==> src/rtl/core/epdsf_pkg.sv <==
`timescale 1ns / 1ps

package epdsf_pkg;

	// Fixed field widths
	localparam int PIX_W   = 16;
	localparam int ROW_W   = 10;
	localparam int X_W     = 10;
	localparam int END_W   = 11;
	localparam int SIZE_W  = 11;
	localparam int INDEX_W = 19;
	localparam int RUN_W   = 11;
	localparam int THR_W   = 10;

	localparam logic [RUN_W-1:0]   RUN_MAX   = 11'd2047;
	localparam logic [INDEX_W-1:0] INDEX_MAX = 19'd524287;
	localparam logic [THR_W-1:0]   THR_RESET = 10'd4;

	// Register map, word index
	localparam logic REG_MERGE_THRESHOLD = 1'b0;

	typedef struct packed {
		logic [PIX_W-1:0] new_pixel;
		logic [PIX_W-1:0] old_pixel;
		logic [ROW_W-1:0] row;
		logic             last_in_row;
		logic             first_in_frame;
	} pix_item_t;

	typedef struct packed {
		logic [X_W-1:0]     span_x;
		logic [END_W-1:0]   span_end_x;
		logic [ROW_W-1:0]   span_row;
		logic [SIZE_W-1:0]  span_size;
		logic [INDEX_W-1:0] span_index;
	} span_t;

endpackage

==> src/rtl/core/epdsf_apb_regs.sv <==
`timescale 1ns / 1ps

module epdsf_apb_regs (
	input  logic                       clk,
	input  logic                       arst_n,
	input  logic                       psel,
	input  logic                       penable,
	input  logic                       pwrite,
	input  logic [2:0]                 paddr,
	input  logic [31:0]                pwdata,
	output logic [31:0]                prdata,
	output logic                       pready,
	output logic [epdsf_pkg::THR_W-1:0] merge_threshold
);
	import epdsf_pkg::*;

	logic hit;
	logic [THR_W-1:0] thr_q;

	assign pready = 1'b1;
	assign hit    = (paddr[2] == REG_MERGE_THRESHOLD);

	always_ff @(posedge clk or negedge arst_n) begin
		if (!arst_n) begin
			thr_q <= THR_RESET;
		end else if (psel && penable && pwrite && pready && hit) begin
			thr_q <= pwdata[THR_W-1:0];
		end
	end

	always_comb begin
		prdata = 32'd0;
		if (hit) begin
			prdata = 32'(thr_q);
		end
	end

	assign merge_threshold = thr_q;

endmodule

==> src/rtl/core/epdsf_span_core.sv <==
`timescale 1ns / 1ps

module epdsf_span_core #(
	parameter int MAX_WIDTH  = 1024,
	parameter int PIXEL_BITS = 16
) (
	input  logic                        clk,
	input  logic                        arst_n,
	input  logic                        advance,
	input  epdsf_pkg::pix_item_t        item,
	input  logic [epdsf_pkg::THR_W-1:0] merge_threshold,
	output logic                        emit,
	output epdsf_pkg::span_t            span
);
	import epdsf_pkg::*;

	localparam int COL_W = (MAX_WIDTH > 2) ? $clog2(MAX_WIDTH) : 1;
	localparam int CMP_W = (PIXEL_BITS < PIX_W) ? PIXEL_BITS : PIX_W;
	localparam logic [COL_W-1:0] COL_LAST = COL_W'(MAX_WIDTH - 1);

	logic [COL_W-1:0]   column_q;
	logic               open_q;
	logic [COL_W-1:0]   start_q;
	logic [COL_W:0]     end_q;
	logic [RUN_W-1:0]   run_q;
	logic [INDEX_W-1:0] count_q;

	logic               differs, last_eff, thr_hit;
	logic [COL_W-1:0]   col_eff;
	logic               open0, open1;
	logic [RUN_W-1:0]   run0, run1, run_inc;
	logic [INDEX_W-1:0] count0;
	logic [COL_W-1:0]   start1;
	logic [COL_W:0]     end1, size1;

	assign differs = (item.new_pixel[CMP_W-1:0] != item.old_pixel[CMP_W-1:0]);

	// frame start restarts the row and drops any open span silently
	assign col_eff  = item.first_in_frame ? '0 : column_q;
	assign open0    = item.first_in_frame ? 1'b0 : open_q;
	assign run0     = item.first_in_frame ? '0 : run_q;
	assign count0   = item.first_in_frame ? '0 : count_q;
	assign last_eff = item.last_in_row || (col_eff >= COL_LAST);
	assign run_inc  = (run0 < RUN_MAX) ? run0 + 1'b1 : run0;

	always_comb begin
		open1   = open0;
		start1  = start_q;
		end1    = end_q;
		run1    = run0;
		thr_hit = 1'b0;
		if (!open0) begin
			if (differs) begin
				open1  = 1'b1;
				start1 = col_eff;
				end1   = {1'b0, col_eff} + 1'b1;
				run1   = '0;
			end
		end else if (differs) begin
			end1 = {1'b0, col_eff} + 1'b1;
			run1 = '0;
		end else begin
			thr_hit = (run_inc > RUN_W'(merge_threshold));
			run1    = thr_hit ? '0 : run_inc;
			open1   = !thr_hit;
		end
	end

	// one close per pixel: a threshold close leaves nothing open for the row end
	assign emit  = thr_hit || (last_eff && open1);
	assign size1 = end1 - {1'b0, start1};

	always_comb begin
		span.span_x     = X_W'(32'(start1));
		span.span_end_x = END_W'(32'(end1));
		span.span_row   = item.row;
		span.span_size  = SIZE_W'(32'(size1));
		span.span_index = count0;
	end

	always_ff @(posedge clk or negedge arst_n) begin
		if (!arst_n) begin
			column_q <= '0;
			open_q   <= 1'b0;
			run_q    <= '0;
			count_q  <= '0;
		end else if (advance) begin
			column_q <= last_eff ? '0 : col_eff + 1'b1;
			open_q   <= open1 && !last_eff;
			run_q    <= emit ? '0 : run1;
			count_q  <= (emit && (count0 != INDEX_MAX)) ? count0 + 1'b1 : count0;
		end
	end

	always_ff @(posedge clk) begin
		if (advance) begin
			start_q <= start1;
			end_q   <= end1;
		end
	end

endmodule

==> src/rtl/core/exact_pixel_diff_span_finder_core.sv <==
`timescale 1ns / 1ps

// Channel   Direction  Handshake              Payload
// pixel     in         pix_valid/pix_ready    new_pixel, old_pixel, row, last_in_row,
//                                             first_in_frame
// span      out        span_valid/span_ready  span_x, span_end_x, span_row, span_size,
//                                             span_index
// config    in         APB, pready tied high  merge_threshold at byte address 0
//
// One item per clock sustained unless a closing item meets a stalled output. An item
// is registered on accept, evaluated against the span state in the next cycle, and
// any closing span is loaded into the output register when that item advances.
// Reset clears the span flags, column, run and index counters and the output
// valid; span bounds are only read while a span is open. No clearing pass.
// A stalled span output blocks only an item that itself closes a span;
// items that close nothing keep flowing while a span waits to be taken.

module exact_pixel_diff_span_finder_core #(
	parameter int MAX_WIDTH  = 1024,
	parameter int PIXEL_BITS = 16
) (
	input  logic                          clk,
	input  logic                          arst_n,
	// pixel channel
	input  logic                          pix_valid,
	output logic                          pix_ready,
	input  logic [epdsf_pkg::PIX_W-1:0]   new_pixel,
	input  logic [epdsf_pkg::PIX_W-1:0]   old_pixel,
	input  logic [epdsf_pkg::ROW_W-1:0]   row,
	input  logic                          last_in_row,
	input  logic                          first_in_frame,
	// span channel
	output logic                          span_valid,
	input  logic                          span_ready,
	output logic [epdsf_pkg::X_W-1:0]     span_x,
	output logic [epdsf_pkg::END_W-1:0]   span_end_x,
	output logic [epdsf_pkg::ROW_W-1:0]   span_row,
	output logic [epdsf_pkg::SIZE_W-1:0]  span_size,
	output logic [epdsf_pkg::INDEX_W-1:0] span_index,
	// configuration
	input  logic                          psel,
	input  logic                          penable,
	input  logic                          pwrite,
	input  logic [2:0]                    paddr,
	input  logic [31:0]                   pwdata,
	output logic [31:0]                   prdata,
	output logic                          pready
);
	import epdsf_pkg::*;

	logic             valid_s1;
	pix_item_t        item_s1;
	logic             advance;
	logic             emit;
	span_t            span_c;
	logic             out_valid_q;
	span_t            out_span_q;
	logic [THR_W-1:0] merge_threshold;

	epdsf_apb_regs u_regs (
		.clk             (clk),
		.arst_n          (arst_n),
		.psel            (psel),
		.penable         (penable),
		.pwrite          (pwrite),
		.paddr           (paddr),
		.pwdata          (pwdata),
		.prdata          (prdata),
		.pready          (pready),
		.merge_threshold (merge_threshold)
	);

	// stage 1 item moves on unless it closes a span into a full, stalled output
	assign advance   = valid_s1 && (!emit || !out_valid_q || span_ready);
	assign pix_ready = !valid_s1 || advance;

	always_ff @(posedge clk or negedge arst_n) begin
		if (!arst_n) begin
			valid_s1 <= 1'b0;
		end else if (pix_ready) begin
			valid_s1 <= pix_valid;
		end
	end

	always_ff @(posedge clk) begin
		if (pix_valid && pix_ready) begin
			item_s1.new_pixel      <= new_pixel;
			item_s1.old_pixel      <= old_pixel;
			item_s1.row            <= row;
			item_s1.last_in_row    <= last_in_row;
			item_s1.first_in_frame <= first_in_frame;
		end
	end

	epdsf_span_core #(
		.MAX_WIDTH  (MAX_WIDTH),
		.PIXEL_BITS (PIXEL_BITS)
	) u_span (
		.clk             (clk),
		.arst_n          (arst_n),
		.advance         (advance),
		.item            (item_s1),
		.merge_threshold (merge_threshold),
		.emit            (emit),
		.span            (span_c)
	);

	// output register
	always_ff @(posedge clk or negedge arst_n) begin
		if (!arst_n) begin
			out_valid_q <= 1'b0;
		end else if (advance && emit) begin
			out_valid_q <= 1'b1;
		end else if (span_ready) begin
			out_valid_q <= 1'b0;
		end
	end

	always_ff @(posedge clk) begin
		if (advance && emit) begin
			out_span_q <= span_c;
		end
	end

	assign span_valid = out_valid_q;
	assign span_x     = out_span_q.span_x;
	assign span_end_x = out_span_q.span_end_x;
	assign span_row   = out_span_q.span_row;
	assign span_size  = out_span_q.span_size;
	assign span_index = out_span_q.span_index;

endmodule

==> config.mk <==
export PLATFORM = sky130hd
export DESIGN_NAME = exact_pixel_diff_span_finder_core
export DESIGN_NICKNAME = d
export VERILOG_FILES = /design/src/rtl/core/epdsf_pkg.sv /design/src/rtl/core/epdsf_apb_regs.sv /design/src/rtl/core/epdsf_span_core.sv /design/src/rtl/core/exact_pixel_diff_span_finder_core.sv
export SDC_FILE = /design/constraint.sdc
export NUM_CORES = 1
export LEC_CHECK = 0
export ABC_AREA = 1
export BUFFER_PORTS_ARGS = -buffer_cell sky130_fd_sc_hd__buf_2
export CAP_MARGIN = 20
export CORE_ASPECT_RATIO = 1.1
export CORE_MARGIN = 2
export CORE_UTILIZATION = 25
export DETAILED_ROUTE_END_ITERATION = 10
export SLEW_MARGIN = 30
export SYNTH_ARGS = -nofsm -noshare
export SYNTH_HDL_FRONTEND = slang
export SYNTH_SLANG_ARGS = --single-unit
==> constraint.sdc <==
create_clock -name clk -period 4.75 [get_ports clk]
set_clock_uncertainty 0.05 [all_clocks]
set_input_delay 0.2375 -clock clk [delete_from_list [all_inputs] [get_ports clk]]
set_output_delay 0.2375 -clock clk [all_outputs]
set_load 0.02 [all_outputs]
# Word level (Yosys, flattened, before mapping)
# Cells that the tools add are included.
word_totals:
  regBits: 179
  inputBits: 86
  output_inout_bits: 96
  wordCells: 73
classes:
  addsub: 5
  n_lt_le_gt_ge: 3
  eq_ne: 2
  n_mux: 23
  bitwise: 1
  reduce_logical: 20
ops:
  columns: ["cell", "count"]
  rows:
  - ["$mux 11", 8]
  - ["$mux 10", 5]
  - ["$mux 19", 2]
  - ["$add 19x1->19 const B", 1]
  - ["$ne 19x19->1 const B", 1]
  - ["$ne 16x16->1", 1]
  - ["$add 10x1->11 const B", 1]
  - ["$add 11x1->11 const B", 1]
  - ["$gt 11x10->1", 1]
  - ["$lt 11x11->1 const B", 1]
  - ["$sub 11x10->11", 1]
  - ["$add 10x1->10 const B", 1]
  - ["$ge 10x10->1 const B", 1]
  - ["$logic_and 1x1->1", 9]
  - ["$mux 1", 8]
  - ["$logic_not 1->1", 5]
  - ["$logic_or 1x1->1", 5]
  - ["$reduce_bool 2->1", 1]
  - ["$not 1->1", 1]

# Logic depth before layout (Yosys ltp)
depth:
  depth_word: 15
  mapped_depth: 25
  depth_no_buf: 24

# By module
# A second synthesis with hierarchy kept.
hier_totals:
  hier_cells: 952
  area_unflattened_um2: 9131.3
modules_own_cells:
  columns: ["mod", "instances", "cells_per_inst", "area_per_inst_um2", "seq_area_each_um2"]
  rows:
  - ["epdsf_span_core", 1, 740, 5191.2, 1656.6]
  - ["exact_pixel_diff_span_finder_core", 1, 119, 3260.6, 3203.1]
  - ["epdsf_apb_regs", 1, 93, 679.4, 251.5]

# Worst setup path after synthesis
# OpenSTA, ideal clock, no wires.
synth_timing:
  kind: "flip-flop to flip-flop"
  start: "reg item_s1[0] (netlist name)"
  end: "reg out_span_q, in the netlist span_end_x[0], enable pin"
  setup_ns: 0.415
  t_arrival_ns: 4.042
  t_required_ns: 4.285
  path_slack_ns: 0.242
  stages_incl_launch_ff: 21
  cell_sequence: "edfxtp_1 -> buf_6 -> nor2_4 -> ha_1 -> inv_1 -> nor2_1 -> nand2_1 -> xor2_1 -> nand2_1 -> ha_1 -> a21o_1 -> a21oi_1 -> nand2_1 -> nand2_1 -> nand2_2 -> nand2_2 -> nand2_4 -> a21oi_2 -> buf_4 -> nand2_1 -> inv_1"
synth_via:
  elab_chain_cells: 14
  word_cells_on_any_way: 21
  cone_classes: "1 x add/sub; 3 x order compare; 8 x mux; 9 x reduce/logical"
synth_rtl:
  columns: ["item", "line_no", "text"]
  rows:
  - ["start: declaration", "exact_pixel_diff_span_finder_core.sv:52", "pix_item_t item_s1;"]
  - ["$mux 11", "epdsf_span_core.sv:41", "assign run0 = item.first_in_frame ? '0 : run_q;"]
  - ["$add 11x1->11 or $lt 11x11->1 (tied branches)", "epdsf_span_core.sv:44", "assign run_inc = (run0 < RUN_MAX) ? run0 + 1'b1 : run0;"]
  - ["$mux 11", "epdsf_span_core.sv:44", null]
  - ["$gt 11x10->1", "epdsf_span_core.sv:63", "thr_hit = (run_inc > RUN_W'(merge_threshold));"]
  - ["$logic_not 1->1", "epdsf_span_core.sv:65", "open1 = !thr_hit;"]
  - ["$mux 1", "epdsf_span_core.sv:59", "end else if (differs) begin"]
  - ["$mux 1", "epdsf_span_core.sv:52", "if (!open0) begin"]
  - ["$logic_and 1x1->1", "epdsf_span_core.sv:70", "assign emit = thr_hit || (last_eff && open1);"]
  - ["$logic_or 1x1->1 *", "epdsf_span_core.sv:70", null]
  - ["$logic_not 1->1 *", "exact_pixel_diff_span_finder_core.sv:74", "assign advance = valid_s1 && (!emit || !out_valid_q || span_ready);"]
  - ["$logic_or 1x1->1 * (2 in series)", "exact_pixel_diff_span_finder_core.sv:74", null]
  - ["$logic_and 1x1->1 *", "exact_pixel_diff_span_finder_core.sv:74", null]
  - ["net advance", "exact_pixel_diff_span_finder_core.sv:53", "logic advance;"]
  - ["$logic_and 1x1->1 *", "exact_pixel_diff_span_finder_core.sv:120", "if (advance && emit) begin"]
  - ["end signal: assignment", "exact_pixel_diff_span_finder_core.sv:121", "out_span_q <= span_c;"]
  - ["end: declaration", "exact_pixel_diff_span_finder_core.sv:57", "span_t out_span_q;"]
# Mark *: on every way through the listed nets, which the timed path passes. The rest lies on a longest branch.
# A chain may end at the register's enable or synchronous reset.

# Worst setup path after layout
layout_timing:
  start: "reg item_s1[0] (netlist name)"
  end: "reg item_s1[35] (netlist name), enable pin"
layout_via:
  elab_chain_cells: 15
  word_cells_on_any_way: 22
  cone_classes: "1 x add/sub; 3 x order compare; 8 x mux; 10 x reduce/logical"
layout_rtl:
  columns: ["item", "line_no", "text"]
  rows:
  - ["$mux 11", "epdsf_span_core.sv:41", null]
  - ["$add 11x1->11 or $lt 11x11->1 (tied branches)", "epdsf_span_core.sv:44", null]
  - ["$mux 11", "epdsf_span_core.sv:44", null]
  - ["$gt 11x10->1", "epdsf_span_core.sv:63", null]
  - ["$logic_not 1->1", "epdsf_span_core.sv:65", null]
  - ["$mux 1", "epdsf_span_core.sv:59", null]
  - ["$mux 1", "epdsf_span_core.sv:52", null]
  - ["$logic_and 1x1->1", "epdsf_span_core.sv:70", null]
  - ["$logic_or 1x1->1 *", "epdsf_span_core.sv:70", null]
  - ["$logic_not 1->1 *", "exact_pixel_diff_span_finder_core.sv:74", null]
  - ["$logic_or 1x1->1 * (2 in series)", "exact_pixel_diff_span_finder_core.sv:74", null]
  - ["$logic_and 1x1->1 *", "exact_pixel_diff_span_finder_core.sv:74", null]
  - ["$logic_or 1x1->1 *", "exact_pixel_diff_span_finder_core.sv:75", "assign pix_ready = !valid_s1 || advance;"]
  - ["$logic_and 1x1->1 *", "exact_pixel_diff_span_finder_core.sv:86", "if (pix_valid && pix_ready) begin"]
# Every way passes the cells marked *; elsewhere a longest branch is shown, timed or not.

==> flow_summary.ini <==
[status]
status = finished, final reports clean

[finish]
finish.instance_area_um2 = 11300
fillers = 3687
num_antenna_cells = 0
regArea_um2 = 5110
area_growth_syn_to_layout_pct = 25.3
drive_above_1_share_pct = 19.0
nets = 1247
multi_input_comb_area_um2 = 3250

[clocking]
ctsRootBufferMaster = clkbuf_16
cts_made_buffers = 17
clkSinkCount = 179
worst_skew_pair.late_latency_ns = 0.44
clock_path_buffers = 2
path_clk_slew_ns = 0.08
htreeDepth = 4
cts_tree = yes

[drt]
drt.antenna.violating_nets = 0
firstDrtPassIters = 5
via_per_inst = 4.12
drt-wirelength-per-cell_um = 13.1
vias = 6725
first_iter_violations = 376
route.detailed.drc = 0
drt_wl_total_mm = 21.4

[timing]
hold_violations = 0
rsz0062_at_grt = no
slew-limit-headroom_pct = 49.8
maxSlewViolCount = 0
fmaxAchievable_mhz = 237
tightest_slew_ns = 0.753
finalSetupTns_ns = 0
fin_crit_ns = 4.22
min_period_over_period_pct = 88.7
setup_viol = 0

[yosys]
yosys_warnings = 0
synth_seq_cells = 179
ys_top_cells_by_area = edfxtp_1, dfrtp_1, nand2_1, inv_1, nor2_1
syn_area_per_cell_um2 = 9.55
syn_inst = 944
synth_seq_area_share_pct = 56.7
ys_types = 37
netlist.area_leader.share_pct = 42.0
synth_area_um2 = 9010
synth_top_cell_by_area = edfxtp_1

[grt]
grt_pass1_wl_mm = 34.6
grt_pass1_vias = 6595
antenna_found_initial = 0
track_usage_pct = 11.8
grt_overflow = 0
grt_start_max_net_pins = 54

[run]
drv_cap = 0

[critical_path]
rr_startpoint = item_s1[0]
critical_path_arrival_ns = 4.23
worstPathMaxFanout = 44
crit_buf_inv = 3
crit_family = simple AND/OR/NAND/NOR gates
critPathLaunchType = flip-flop
critPathKind = flip-flop to flip-flop
reg2regPathDepth = 17
cp.depth = 17
critPathLaunch = item_s1[0]
cp_common_cell = nand2_1
path_cells = inv_2 > nand3_1 > nor2_1 > nand4_1 > o21ai_0 > ha_1 > and3_1 > nand2_1 > nand2_1 > nand2_1 > nand2_2 > nand2_2 > nand2_4 > nand3_1 > nand2_1 > clkinv_1 > buf_4
r2r-end = item_s1[35]
cpPeakStageDelay_ns = 0.48
endpoint_kind = flip-flop
crit_required_ns = 4.77
reg2reg_slack_ns = 0.53
crit_end = item_s1[35]
crit_path_top_delay_cell = edfxtp_1

[placement]
hpwl_mm = 14.5
gp_congestion = 0.846
dpl_cell_area_um2 = 10100
portBuffers = 134

[hold_path]
min_from = pwdata[7]
min_path_type = input port to flip-flop

[floorplan]
fp.dieArea_um2 = 37600
rows = 72
start_util_pct = 25.5
io_pins = 182
core_area_um2 = 35300
die_h_um = 203
die_w_um = 185

[pwr]
leakagePower_nw = 5.12
ir_drop_mv = 0.199
p_per_area_nw_per_um2 = 337
==> power by group <==
part	internal (mW)	switching (mW)	total, mW
logic	0.162	0.321	0.483
registers	1.79	0.0313	1.83
clock network	0.857	0.636	1.49
total	2.81	0.989	3.80
==> cells in the final DEF (no fill, tap or decap), drive strengths merged, types with 3 or more instances in the layout <==
cell and instances:
a21oi 31, buf 143, bufinv 3, clkbuf 20, clkinv 6, conb 23, dfrtp 52, dlygate4sd3 55
edfxtp 126, ha 23, inv 114, nand2 270, nand3 48, nand4 12, nor2 108, nor3 7
nor4 3, o21ai 48, or2 6, xnor2 9, xor2 36
==> sequential cells by signal (all words and copies together), names as in the netlist <==
signal                  count
u_span.start_q             10
u_span.open_q               1
span_size                  11
u_regs.merge_threshold     10
item_s1                    44
span_row                   10
u_span.end_q               11
span_x                     10
span_end_x                 11
u_span.column_q            10
span_valid                  1
valid_s1                    1
u_span.run_q               11
span_index                 19
u_span.count_q             19
==> worst min-delay path: stages <==
cell and delay (ns):
buf_2 0.10, nor2_1 0.09, a21oi_1 0.05
==> Yosys cell counts, drive strengths merged <==
cell type  count
dfstp          1
or2            6
o21a           1
inv          109
conb           2
clkinv         2
fa             1
and3           1
nand3         48
xnor2          9
a21o           2
nor4           3
o21ai         48
clkbuf         4
xor2          36
ha            23
nand4         12
a21oi         31
dfrtp         52
edfxtp       126
nor2         108
buf           41
nor3           7
o22ai          1
nand2        270
==> per-stage QoR <==
step | std cells | setup WS [ns] | hold WS, ns | power, mW | utilization [%]
5_1_grt | 1631 | 0.163 | 0.0362 | 3.97 | 32.0
4_1_cts | 1631 | 0.522 | 0.000605 | 3.85 | 32.0
3_5_place_dp | 1544 | 0.565 | 0.356 | 2.31 | 28.7
6_report | 1631 | 0.534 | 0.0270 | 3.80 | 32.0
2_1_floorplan | 965 | 0.242 | -0.108 | 2.17 | -
3_3_place_gp | 1544 | 0.583 | 0.351 | 2.30 | 28.7
==> metal layers <==
| layer | GRT usage, % | wire (µm) | vias to the layer above |
|---|---|---|---|
| met5 | 0 | 0 | - |
| met4 | 3.26 | 228 | 0 |
| met3 | 2.84 | 1070 | 16 |
| met2 | 19.9 | 10500 | 180 |
| met1 | 15.0 | 9610 | 3133 |
| li1 | - | - | 3396 |
==> final cells by class <==
type | instances | area share [%]
repair buffers | 198 | 11.5
inverters | 111 | 3.69
clock buffers | 20 | 3.95
flip-flops and latches | 179 | 45.3
clock inverters | 12 | 1.48
multi-input cells | 630 | 28.8
well taps | 481 | 5.33
==> how the worst min path moves through the flow <==
stage          depth (start not counted)                   endpoint  slack (ns)
6_report                               3  u_regs.merge_threshold[7]        0.03
5_1_grt                                3  u_regs.merge_threshold[7]        0.04
4_1_cts                                3  u_regs.merge_threshold[7]      0.0006
3_5_place_dp                           0                span_row[2]        0.36
3_3_place_gp                           0                span_row[2]        0.35
2_1_floorplan                          0                 span_valid       -0.11
==> what timing repair did <==
action | in CTS | in global routing
hold endpoints to repair | 106 | 0
hold buffers | 55 | 0
setup buffers | 0 | 0
gates resized for setup | 0 | 0
==> kinds of logic after synthesis <==
logic type / Yosys count / share of synthesized area, %
xor+xnor: 45 / 4.37
simple gates: 455 / 22.5
buf+inv: 156 / 8.19
flops: 179 / 56.7
compound gates: 83 / 4.75
other cells: 2 / 0.0833
fa+ha+maj: 24 / 3.42
Power figures use the tool's default switching activity.
